File: config.mk
export PLATFORM = sky130hd
export DESIGN_NAME = phs_ctrl
export DESIGN_NICKNAME = d
export VERILOG_FILES = /design/src/phs_pkg.sv /design/src/phs_ctrl.sv
export SDC_FILE = /design/constraint.sdc
export NUM_CORES = 1
export LEC_CHECK = 0
export BUFFER_PORTS_ARGS = -buffer_cell sky130_fd_sc_hd__buf_4
export CAP_MARGIN = 20
export CORE_MARGIN = 10
export CORE_UTILIZATION = 46
export DETAILED_ROUTE_END_ITERATION = 7
export GPL_ROUTABILITY_DRIVEN = 0
export HOLD_SLACK_MARGIN = 0.03
export PLACE_DENSITY_LB_ADDON = 0.12
export REMOVE_ABC_BUFFERS = 1
export SKIP_CTS_REPAIR_TIMING = 1
export SLEW_MARGIN = 20
export SYNTH_ARGS = -nofsm -noshare
export SYNTH_HDL_FRONTEND = slang
export SYNTH_SLANG_ARGS = --single-unit
File: constraint.sdc
create_clock -name clk -period 2 [get_ports clk]
set_input_delay 0.4 -clock clk [delete_from_list [all_inputs] [get_ports clk]]
set_output_delay 0.4 -clock clk [all_outputs]
set_load 0.05 [all_outputs]
File: src/phs_pkg.sv
// Shared types, codes and defaults for the partitioned handle set.
package phs_pkg;

	localparam int CAPACITY_DEF     = 256;
	localparam int PAYLOAD_BITS_DEF = 32;

	typedef enum logic [2:0] {
		CMD_INSERT     = 3'd0,
		CMD_REMOVE_H   = 3'd1,
		CMD_REMOVE_L   = 3'd2,
		CMD_TO_NONINF  = 3'd3,
		CMD_TO_INF     = 3'd4,
		CMD_READ_H     = 3'd5,
		CMD_READ_POS   = 3'd6
	} cmd_t;

	typedef enum logic [1:0] {
		STS_OK    = 2'd0,
		STS_FULL  = 2'd1,
		STS_BAD   = 2'd2,
		STS_WRONG = 2'd3
	} status_t;

	typedef enum logic [3:0] {
		S_IDLE, S_DEC, S_LAST, S_LRD, S_VAL, S_RDP, S_CAPD, S_INSW, S_INSS,
		S_SWRA, S_SWRB, S_SWW1, S_SWW2, S_FIN, S_DONE
	} fsm_t;

	// dense store read address
	typedef enum logic [2:0] {
		DS_POS, DS_P, DS_LAST, DS_SA, DS_SB
	} dsel_t;

	typedef enum logic [1:0] {
		SA_P, SA_INFM1, SA_CNTM1
	} sa_t;

	typedef enum logic [1:0] {
		SB_INFM1, SB_CNTM1, SB_INF
	} sb_t;

	typedef enum logic [2:0] {
		FIN_NONE, FIN_INS, FIN_REM, FIN_DEC, FIN_INC
	} fin_t;

	typedef struct packed {
		logic    load;
		logic    link_rd;
		logic    link_sel_h;
		logic    dense_rd;
		dsel_t   dense_sel;
		logic    cap_last;
		logic    cap_p;
		logic    cap_dense;
		logic    ins_write;
		logic    sw_setup;
		sa_t     sa_sel;
		sb_t     sb_sel;
		logic    po_from_sb;
		logic    co_force;
		logic    co_val;
		logic    sw_capa;
		logic    sw_w1;
		logic    sw_w2;
		fin_t    fin;
		logic    out_load;
		status_t status;
	} dp_ctl_t;

	typedef struct packed {
		cmd_t cmd;
		logic full;
		logic cnt_zero;
		logic pos_bad;
		logic h_ok;
		logic l_lt_inf;
		logic p_lt_inf;
		logic ins_inf;
		logic out_free;
	} dp_sts_t;

endpackage

File: src/phs_ctrl.sv
// Sequencer for the partitioned handle set: walks each request through its steps.
module phs_ctrl (
	input  logic              clk,
	input  logic              arst_n,
	input  logic              s_tvalid,
	output logic              s_tready,
	input  phs_pkg::dp_sts_t  sts,
	output phs_pkg::dp_ctl_t  ctl
);

	phs_pkg::fsm_t    state_q, state_d;
	phs_pkg::status_t stat_q, stat_d;
	logic             second_q, second_d;
	logic             is_remove;

	assign is_remove = (sts.cmd == phs_pkg::CMD_REMOVE_H) || (sts.cmd == phs_pkg::CMD_REMOVE_L);

	always_ff @(posedge clk or negedge arst_n) begin
		if (!arst_n) begin
			state_q  <= phs_pkg::S_IDLE;
			stat_q   <= phs_pkg::STS_OK;
			second_q <= 1'b0;
		end else begin
			state_q  <= state_d;
			stat_q   <= stat_d;
			second_q <= second_d;
		end
	end

	always_comb begin
		state_d  = state_q;
		stat_d   = stat_q;
		second_d = second_q;
		unique case (state_q)
			phs_pkg::S_IDLE: begin
				if (s_tvalid) begin
					state_d  = phs_pkg::S_DEC;
					stat_d   = phs_pkg::STS_OK;
					second_d = 1'b0;
				end
			end
			phs_pkg::S_DEC: begin
				unique case (sts.cmd)
					phs_pkg::CMD_INSERT: begin
						if (sts.full) begin
							stat_d  = phs_pkg::STS_FULL;
							state_d = phs_pkg::S_DONE;
						end else begin
							state_d = phs_pkg::S_INSW;
						end
					end
					phs_pkg::CMD_REMOVE_H, phs_pkg::CMD_TO_NONINF, phs_pkg::CMD_TO_INF,
					phs_pkg::CMD_READ_H: state_d = phs_pkg::S_LRD;
					phs_pkg::CMD_REMOVE_L: begin
						if (sts.cnt_zero) begin
							stat_d  = phs_pkg::STS_BAD;
							state_d = phs_pkg::S_DONE;
						end else begin
							state_d = phs_pkg::S_LAST;
						end
					end
					phs_pkg::CMD_READ_POS: begin
						if (sts.pos_bad) begin
							stat_d  = phs_pkg::STS_BAD;
							state_d = phs_pkg::S_DONE;
						end else begin
							state_d = phs_pkg::S_RDP;
						end
					end
					default: begin
						stat_d  = phs_pkg::STS_BAD;
						state_d = phs_pkg::S_DONE;
					end
				endcase
			end
			phs_pkg::S_LAST: state_d = phs_pkg::S_LRD;
			phs_pkg::S_LRD:  state_d = phs_pkg::S_VAL;
			phs_pkg::S_VAL: begin
				priority if (!sts.h_ok) begin
					stat_d  = phs_pkg::STS_BAD;
					state_d = phs_pkg::S_DONE;
				end else if ((sts.cmd == phs_pkg::CMD_TO_NONINF) && !sts.l_lt_inf) begin
					stat_d  = phs_pkg::STS_WRONG;
					state_d = phs_pkg::S_DONE;
				end else if ((sts.cmd == phs_pkg::CMD_TO_INF) && sts.l_lt_inf) begin
					stat_d  = phs_pkg::STS_WRONG;
					state_d = phs_pkg::S_DONE;
				end else begin
					state_d = phs_pkg::S_RDP;
				end
			end
			phs_pkg::S_RDP: state_d = phs_pkg::S_CAPD;
			phs_pkg::S_CAPD: begin
				if (is_remove || (sts.cmd == phs_pkg::CMD_TO_NONINF) ||
				    (sts.cmd == phs_pkg::CMD_TO_INF)) begin
					state_d = phs_pkg::S_SWRA;
				end else begin
					state_d = phs_pkg::S_DONE;
				end
			end
			phs_pkg::S_INSW: state_d = sts.ins_inf ? phs_pkg::S_INSS : phs_pkg::S_FIN;
			phs_pkg::S_INSS: state_d = phs_pkg::S_SWRA;
			phs_pkg::S_SWRA: state_d = phs_pkg::S_SWRB;
			phs_pkg::S_SWRB: state_d = phs_pkg::S_SWW1;
			phs_pkg::S_SWW1: state_d = phs_pkg::S_SWW2;
			phs_pkg::S_SWW2: begin
				if (is_remove && sts.p_lt_inf && !second_q) begin
					second_d = 1'b1;
					state_d  = phs_pkg::S_SWRA;
				end else begin
					state_d = phs_pkg::S_FIN;
				end
			end
			phs_pkg::S_FIN: state_d = phs_pkg::S_DONE;
			phs_pkg::S_DONE: begin
				if (sts.out_free) state_d = phs_pkg::S_IDLE;
			end
			default: state_d = phs_pkg::S_IDLE;
		endcase
	end

	always_comb begin
		ctl           = '0;
		ctl.dense_sel = phs_pkg::DS_P;
		ctl.sa_sel    = phs_pkg::SA_P;
		ctl.sb_sel    = phs_pkg::SB_CNTM1;
		ctl.fin       = phs_pkg::FIN_NONE;
		ctl.status    = stat_q;
		s_tready      = 1'b0;
		unique case (state_q)
			phs_pkg::S_IDLE: begin
				s_tready = 1'b1;
				ctl.load = s_tvalid;
			end
			phs_pkg::S_DEC: begin
				if (sts.cmd == phs_pkg::CMD_INSERT) begin
					ctl.link_rd = !sts.full;
				end
				if (sts.cmd == phs_pkg::CMD_REMOVE_L) begin
					ctl.dense_rd  = !sts.cnt_zero;
					ctl.dense_sel = phs_pkg::DS_LAST;
				end
			end
			phs_pkg::S_LAST: ctl.cap_last = 1'b1;
			phs_pkg::S_LRD: begin
				ctl.link_rd    = 1'b1;
				ctl.link_sel_h = 1'b1;
			end
			phs_pkg::S_VAL: ctl.cap_p = 1'b1;
			phs_pkg::S_RDP: begin
				ctl.dense_rd  = 1'b1;
				ctl.dense_sel = (sts.cmd == phs_pkg::CMD_READ_POS) ? phs_pkg::DS_POS : phs_pkg::DS_P;
			end
			phs_pkg::S_CAPD: begin
				ctl.cap_dense = 1'b1;
				ctl.sa_sel    = phs_pkg::SA_P;
				if (is_remove) begin
					ctl.sw_setup = 1'b1;
					ctl.sb_sel   = sts.p_lt_inf ? phs_pkg::SB_INFM1 : phs_pkg::SB_CNTM1;
				end else if (sts.cmd == phs_pkg::CMD_TO_NONINF) begin
					ctl.sw_setup   = 1'b1;
					ctl.sb_sel     = phs_pkg::SB_INFM1;
					ctl.po_from_sb = 1'b1;
					ctl.co_force   = 1'b1;
					ctl.co_val     = 1'b0;
				end else if (sts.cmd == phs_pkg::CMD_TO_INF) begin
					ctl.sw_setup   = 1'b1;
					ctl.sb_sel     = phs_pkg::SB_INF;
					ctl.po_from_sb = 1'b1;
					ctl.co_force   = 1'b1;
					ctl.co_val     = 1'b1;
				end
			end
			phs_pkg::S_INSW: ctl.ins_write = 1'b1;
			phs_pkg::S_INSS: begin
				ctl.sw_setup   = 1'b1;
				ctl.sa_sel     = phs_pkg::SA_CNTM1;
				ctl.sb_sel     = phs_pkg::SB_INF;
				ctl.po_from_sb = 1'b1;
			end
			phs_pkg::S_SWRA: begin
				ctl.dense_rd  = 1'b1;
				ctl.dense_sel = phs_pkg::DS_SA;
			end
			phs_pkg::S_SWRB: begin
				ctl.dense_rd  = 1'b1;
				ctl.dense_sel = phs_pkg::DS_SB;
				ctl.sw_capa   = 1'b1;
			end
			phs_pkg::S_SWW1: ctl.sw_w1 = 1'b1;
			phs_pkg::S_SWW2: begin
				ctl.sw_w2 = 1'b1;
				if (is_remove && sts.p_lt_inf && !second_q) begin
					ctl.sw_setup = 1'b1;
					ctl.sa_sel   = phs_pkg::SA_INFM1;
					ctl.sb_sel   = phs_pkg::SB_CNTM1;
				end
			end
			phs_pkg::S_FIN: begin
				unique case (sts.cmd)
					phs_pkg::CMD_INSERT:    ctl.fin = phs_pkg::FIN_INS;
					phs_pkg::CMD_REMOVE_H,
					phs_pkg::CMD_REMOVE_L:  ctl.fin = phs_pkg::FIN_REM;
					phs_pkg::CMD_TO_NONINF: ctl.fin = phs_pkg::FIN_DEC;
					phs_pkg::CMD_TO_INF:    ctl.fin = phs_pkg::FIN_INC;
					default:                ctl.fin = phs_pkg::FIN_NONE;
				endcase
			end
			phs_pkg::S_DONE: ctl.out_load = sts.out_free;
			default: ctl.out_load = 1'b0;
		endcase
	end

endmodule

=== After elaboration in Yosys (flattened, before gate mapping) ===
Cells that the tools add are included.

* Word-level logic and storage cells: 106
* Register bits: 7
* Memories: 0
* RAM bits: 0
* Latch bits: 0
* Output and inout bits: 29
* ROM bits: 0
* Input port bits: 14

* Add/sub/neg operators: 0
* Reduce and logical (&&, ||, !) cells: 20
* Mux-type cells: 55
* $lt $le $gt $ge: 0
* Div/mod/pow operators: 0
* Multipliers: 0
* Bitwise gates (word level): 0
* Equal/unequal tests: 28
* Shift-type cells: 0

{| class="wikitable"
|+ Operator list
! operator !! count
|-
| case mux 4 bit (15 select lines) || 1
|-
| two-way mux 4 bit || 9
|-
| case mux 4 bit (4 select lines) || 2
|-
| equality test 4 bit (second input constant) || 7
|-
| two-way mux 1 bit || 19
|-
| two-way mux 2 bit || 9
|-
| equality test 4 x 3 -> 1 bit (second input constant) || 4
|-
| two-way mux 3 bit || 5
|-
| two-way mux 5 bit || 3
|-
| case mux 5 bit (3 select lines) || 1
|-
| case mux 3 bit (4 select lines) || 1
|-
| equality test 3 bit (second input constant) || 3
|-
| != test 3 bit (second input constant) || 3
|-
| equality test 4 x 2 -> 1 bit (second input constant) || 2
|-
| != test 2 bit (second input constant) || 4
|-
| case mux 2 bit (4 select lines) || 1
|-
| AND reduction 7 bit || 1
|-
| equality test 3 x 2 -> 1 bit (second input constant) || 2
|-
| case mux 1 bit (2 select lines) || 3
|-
| case mux 2 bit (3 select lines) || 1
|-
| equality test 4 x 1 -> 1 bit (second input constant) || 1
|-
| logical AND 1 bit || 4
|-
| logical NOT 1 bit || 4
|-
| logical NOT 4 bit || 1
|-
| 10 further kinds || 12
|}

=== Longest topological paths before layout ===
Gate-level depths: netlist (run 1).

* Word-level depth: 6
* Mapped depth: 6
* Depth with buffers taken out: 4

=== Worst setup path after synthesis (run 1) ===
No wires, ideal clock.

* Kind: reg2out
* From: register state_q[2]
* To: output ctl[12] in the netlist's numbering
* Path slack: -0.879 ns
* Stages on the path, launching flop included: 5
* Arrival time: 2.479 ns
* Path buffers: 1
* Data required time: 1.600 ns
* Cell sequence: dfrtp_1 > buf_4 > nand2b_1 > nor3_1 > a21oi_1

{| class="wikitable"
|+ RTL lines
! element !! RTL line !! RTL
|-
| start, declared || phs_ctrl.sv:11 || <nowiki>phs_pkg::fsm_t state_q, state_d;</nowiki>
|-
| start signal, assigned || phs_ctrl.sv:20 || <nowiki>state_q <= phs_pkg::S_IDLE;</nowiki>
|-
| start signal, assigned || phs_ctrl.sv:24 || <nowiki>state_q <= state_d;</nowiki>
|-
| end, declared || phs_ctrl.sv:8 || <nowiki>output phs_pkg::dp_ctl_t ctl</nowiki>
|}

==> flow_summary.json, run 1 <==
{
  "start_util_pct": 47.9,
  "power_frac_comb_pct": 81.1,
  "num_vias": 1252,
  "avgSynthCellArea_sq_um": 7.07,
  "hp-class": "in2reg",
  "setup_ws_ns": 0.0115,
  "clkPwrFrac_pct": 5.5,
  "fin_crit_sh_pct": 99.4,
  "ys_top_cells_by_area": "dfrtp_1 19%, nor2_1 7.8%, nand2_1 5.3%, a21oi_1 4.4%, nor3_1 4.4%",
  "cts-root-buf": "clkbuf_4",
  "status": "complete, no violations",
  "relSlewSlack_pct": 72.5,
  "yosys_warnings": 0,
  "die_height_um": 64.7,
  "crit_arrival_ns": 1.59,
  "drtAntennaViolNets": 0,
  "placedCellCount": 203,
  "power.internal_mw": 1.04,
  "cts_tree": "yes",
  "fin_cells": 214,
  "drc": 0,
  "numCtsBuffers": 3,
  "fin_setup_tns_ns": 0,
  "clk_latency_ns": 0.26,
  "critical_path_required_ns": 1.60,
  "place_area_sq_um": 1310,
  "vdd_drop_max_uv": 1010,
  "die-area_sq_um": 4190,
  "via_per_inst": 5.85,
  "rsz0062_at_grt": "yes",
  "hpwl_mm": 2.60,
  "leakage_nw": 0.710,
  "grt_pass1_vias": 1156,
  "switchingPower_mw": 1.38,
  "path_clk_slew_ns": 0.06,
  "finalSetupViolCount": 0,
  "drt-initial-drc-count": 74,
  "first_pass_iters": 4,
  "hold_viol_final": 0,
  "finalWirelength_mm": 3.55,
  "fin_hold_ws_ns": 0.341,
  "antenna_cells": 0,
  "yosys-top-cells-count": "19 x nor2_1, 13 x nand2_1, 8 x a21oi_1, 8 x nor3_1, 7 x dfrtp_1",
  "dp_slack_ns": 0.108,
  "cp_max_fo": 7,
  "slew_violations": 0,
  "wl_per_cell_um": 16.6,
  "drive_gt1_share_pct": 53.5,
  "synth_cell_types": 40,
  "synth_top_area_share_pct": 19.0,
  "fmax_ghz": 0.503,
  "num-fill-cells": 144,
  "yosys_register_bits": 7,
  "cts.path.max_buffers": 2,
  "max-cap-violations": 0,
  "synth-edff-count": 0,
  "powerDensity_nw_per_um2": 1610,
  "async_flop_share_pct": 100,
  "grt_pass1_wl_mm": 5.14,
  "worst_pin_slew_ns": 0.411,
  "area_delta_synth_final_pct": 63.3,
  "die_x_um": 64.7,
  "timing.final.crit_period_ns": 1.99,
  "grt_overflow": 0,
  "portBuffers": 42,
  "grt_usage_pct": 14.6,
  "endpoint_kind": "output pin",
  "synth_most_common_cell": "nor2_1",
  "clkSinkCount": 7,
  "synth_area_sq_um": 920,
  "start_kind": "register",
  "fin_nets": 202,
  "synth_area_leader_cell": "dfrtp_1",
  "ios": 43,
  "grt_antenna_before_repair": 0,
  "placementRows": 16,
  "core_sq_um": 1920,
  "yosys_most_used_dff": "dfrtp_1",
  "grt_max_degree": 13,
  "skew_ns": 0.0122,
  "seqPwrFrac_pct": 13.4,
  "yosysSeqAreaShare_pct": 19.0,
  "design_area_sq_um": 1500,
  "worst-setup-path-type": "reg2out",
  "htree_levels": 1,
  "switching_share_pct": 57.1,
  "netlist_instances": 130
}
[registers in the layout, indices dropped and copies added (netlist names)]
name	flops
state_q	4
stat_q	2
second_q	1
[cell usage in the layout (no fill, tap or decap), types with 2 or more instances in the layout]
cell      count
nor3_2        4
o31ai_2       2
nand3b_1      2
nor2_1       15
dfrtp_2       4
nor2b_4       2
nand2b_2      2
dfrtp_1       3
a21oi_1       7
o22ai_1       2
nand2_2       2
o211ai_2      2
nand2b_1      3
o211ai_1      2
nor2b_1       3
buf_4        59
xor2_1        2
nor4_2        2
and3_1        2
o21a_1        3
inv_1         4
nand2_1      11
clkbuf_4      3
or2_2         2
mux2_1        2
nor3_1        5
o221ai_1      3
nor2_2        3
nand3_1       3
o21ai_0       4
[through the flow]
step	utilization, %	power [mW]
floorplan	-	1.38
global placement	68.4	1.98
detailed placement	68.4	1.98
CTS	69.8	2.12
global route	78.1	2.56
finish	78.1	2.42
[layer usage]
metal | GRT usage (%) | share of wire [%] | vias up
met5 | 0 | 0 | -
met4 | 2.41 | 1.5 | 0
met1 | 16.8 | 39 | 585
met3 | 6.53 | 11 | 6
met2 | 24.9 | 49 | 74
li1 | - | - | 587
[layout make-up]
type | count | area (sq um) | area share, %
well taps | 27 | 33.8 | 2.25
clock inverters | 1 | 5.00 | 0.333
multi-input cells | 108 | 756 | 50.3
clock buffers | 3 | 22.5 | 1.50
repair buffers | 64 | 489 | 32.6
inverters | 4 | 15.0 | 1.00
flip-flops and latches | 7 | 180 | 12.0
[cell families after synthesis]
group / after synthesis / share of synthesized area [%]
AOI/OAI and AO/OA: 34 / 28.4
xor gates and xnor gates: 2 / 1.91
buffers and inverters: 15 / 8.98
DFF: 7 / 19.0
muxes: 3 / 3.54
and+or+nand+nor: 69 / 38.1
[power groups by stage]
stage          combinational (mW)  sequential (mW)  clock [mW]
2_1_floorplan               0.983            0.393           0
3_3_place_gp                 1.66            0.317           0
3_5_place_dp                 1.67            0.314           0
4_1_cts                      1.67            0.311       0.136
5_1_grt                      2.08            0.333       0.149
6_report                     1.96            0.325       0.133
[path summary, 6_finish.rpt]
check                                  startpoint                      to  slack, ns  cells after the start
max in group asynchronous                  arst_n  state_q[3]$_DFFE_PN0P_       1.38                      2
setup reg to reg           state_q[0]$_DFFE_PN0P_   stat_q[0]$_DFFE_PN0P_       0.19                      5
setup / recovery           state_q[1]$_DFFE_PN0P_                 ctl[16]       0.01                      5
min in group asynchronous                  arst_n  state_q[0]$_DFFE_PN0P_       0.48                      2
hold reg to reg             stat_q[1]$_DFFE_PN0P_   stat_q[1]$_DFFE_PN0P_       0.49                      1
hold / removal                           s_tvalid    second_q$_DFFE_PN0P_       0.34                      2
[critical path, stage by stage (launching register included)]
cell and delay, ns:
dfrtp_2 0.46, nor2b_4 0.16, nand2_2 0.12, nor3_1 0.07, or3_4 0.36, buf_8 0.16
(Power assumes the default switching activity.)
==> run 2: changes to the inputs <==
--- a/config.mk
+++ b/config.mk
@@ -12,7 +12,7 @@
 export DETAILED_ROUTE_END_ITERATION = 7
 export GPL_ROUTABILITY_DRIVEN = 0
 export HOLD_SLACK_MARGIN = 0.03
-export PLACE_DENSITY_LB_ADDON = 0.12
+export PLACE_DENSITY = 0.86
 export REMOVE_ABC_BUFFERS = 1
 export SKIP_CTS_REPAIR_TIMING = 1
 export SLEW_MARGIN = 20
==> flow_summary.json, run 2 (synthesis gave the netlist of run 1 again) <==
{
  "grt_util_met2_pct": 26.8,
  "area_delta_synth_final_pct": 58.8,
  "ios": 43,
  "fin_setup_tns_ns": -0.0534,
  "via_per_inst": 6.00,
  "vdd_drop_max_uv": 1170,
  "die_height_um": 64.7,
  "worstReg2RegStart": "state_q[0]$_DFFE_PN0P_",
  "worst_pin_slew_ns": 0.446,
  "fin_nets": 198,
  "num-fill-cells": 151,
  "grt_antenna_before_repair": 0,
  "portBuffers": 42,
  "cts-root-buf": "clkbuf_4",
  "num_vias": 1261,
  "grt_overflow": 0,
  "reg2reg_setup_slack_ns": 0.17,
  "die-area_sq_um": 4190,
  "violations": "setup timing",
  "cp_max_fo": 8,
  "met3_usage_pct": 6.87,
  "first_pass_iters": 4,
  "hold_viol_final": 0,
  "slew_violations": 0,
  "grt_max_degree": 20,
  "reg2reg_depth": 5,
  "power.internal_mw": 1.00,
  "drt-initial-drc-count": 51,
  "die_x_um": 64.7,
  "path_clk_slew_ns": 0.07,
  "worst-setup-path-type": "reg2out",
  "seqPwrFrac_pct": 14.4,
  "status": "finished, violations left",
  "switching_share_pct": 58.3,
  "endpoint_kind": "output pin",
  "largest_register_ff_count": 4,
  "drc": 0,
  "rsz0062_at_grt": "yes",
  "cts.path.max_buffers": 2,
  "grt.busiest_layer": "met2",
  "regMostFlops": "state_q",
  "hold_end": "second_q$_DFFE_PN0P_",
  "placementRows": 16,
  "start_util_pct": 47.9,
  "final_cell_mix": "54 x buf_4, 16 x nor2_1, 11 x nand2_1",
  "grt_usage_pct": 15.8,
  "clk_latency_ns": 0.27,
  "worstReg2RegEnd": "stat_q[0]$_DFFE_PN0P_",
  "clkPwrFrac_pct": 5.9,
  "whs_path_depth": 2,
  "numCtsBuffers": 3,
  "grtUsageMet1_pct": 16.7,
  "grt_pass1_wl_mm": 5.51,
  "setup_ws_ns": -0.0534,
  "timing.final.crit_period_ns": 2.05,
  "core_sq_um": 1920,
  "switchingPower_mw": 1.40,
  "start_kind": "register",
  "leakage_nw": 0.684,
  "relSlewSlack_pct": 70.1,
  "clkSinkCount": 7,
  "grt_pass1_vias": 1215,
  "htree_levels": 1,
  "finalWirelength_mm": 3.85,
  "layout_commonest_cell": "buf_4",
  "drtAntennaViolNets": 0,
  "skew_ns": 0.0101,
  "crit_arrival_ns": 1.65,
  "fmax_ghz": 0.487,
  "dp_slack_ns": 0.0674,
  "finalSetupViolCount": 1,
  "drive_gt1_share_pct": 49.2,
  "hpwl_mm": 2.78,
  "critical_path_required_ns": 1.60,
  "power_frac_comb_pct": 79.7,
  "reg_top3": "state_q: 4 flops, stat_q: 2 flops, second_q: 1 flops",
  "worstHoldStart": "s_tvalid",
  "antenna_cells": 0,
  "hp-class": "in2reg",
  "powerDensity_nw_per_um2": 1650,
  "fin_crit_sh_pct": 103,
  "cts_tree": "yes",
  "max-cap-violations": 0,
  "wl_per_cell_um": 18.3
}
## run 2: worst max path at each step
stage | slack [ns] | from | end | cells after the start
4_1_cts | -0.17 | state_q[2]$_DFFE_PN0P_ | ctl[16] | 5
2_1_floorplan | -1.44 | state_q[2]$_DFFE_PN0P_ | ctl[16] | 4
6_report | -0.05 | state_q[2]$_DFFE_PN0P_ | ctl[16] | 5
3_5_place_dp | 0.07 | sts[10] | ctl[16] | 5
3_3_place_gp | 0.13 | sts[8] | ctl[16] | 5
5_1_grt | -0.11 | state_q[3]$_DFFE_PN0P_ | ctl[16] | 5
## run 2: power by group through the flow
| stage | clock network [mW] | registers [mW] | logic, mW |
|---|---|---|---|
| 3_5_place_dp | 0 | 0.319 | 1.66 |
| 2_1_floorplan | 0 | 0.393 | 0.983 |
| 4_1_cts | 0.141 | 0.315 | 1.67 |
| 3_3_place_gp | 0 | 0.310 | 1.63 |
| 5_1_grt | 0.148 | 0.349 | 2.02 |
| 6_report | 0.142 | 0.346 | 1.91 |
## run 2: layout make-up
type,instances,area [sq um],area share (%)
clock buffers,4,26.3,1.80
inverters,4,15.0,1.03
multi-input cells,108,734,50.3
flip-flops and latches,7,179,12.3
well taps,27,33.8,2.31
repair buffers,60,472,32.3
## run 2: metrics by stage
step	instance area, sq um	total power [mW]	hold WS [ns]	util, %	instances
2_1_floorplan	852	1.38	0.104	-	119
5_1_grt	1460	2.52	0.360	76.0	210
4_1_cts	1320	2.13	-0.0599	68.6	204
3_5_place_dp	1290	1.98	0.220	67.2	200
3_3_place_gp	1290	1.94	0.214	67.2	200
6_report	1460	2.40	0.351	76.0	210
## run 2: critical path, cell delays in order (launching register included)
cell     delay, ns
dfrtp_2       0.48
nand2_2       0.13
nor3_2        0.06
and4_4        0.19
or3_4         0.36
buf_6         0.16
## run 2: metal layers
layer | wire, um | up-vias
met4 | 127 | 0
met5 | 0 | -
li1 | - | 578
met2 | 1900 | 80
met3 | 414 | 14
met1 | 1410 | 589
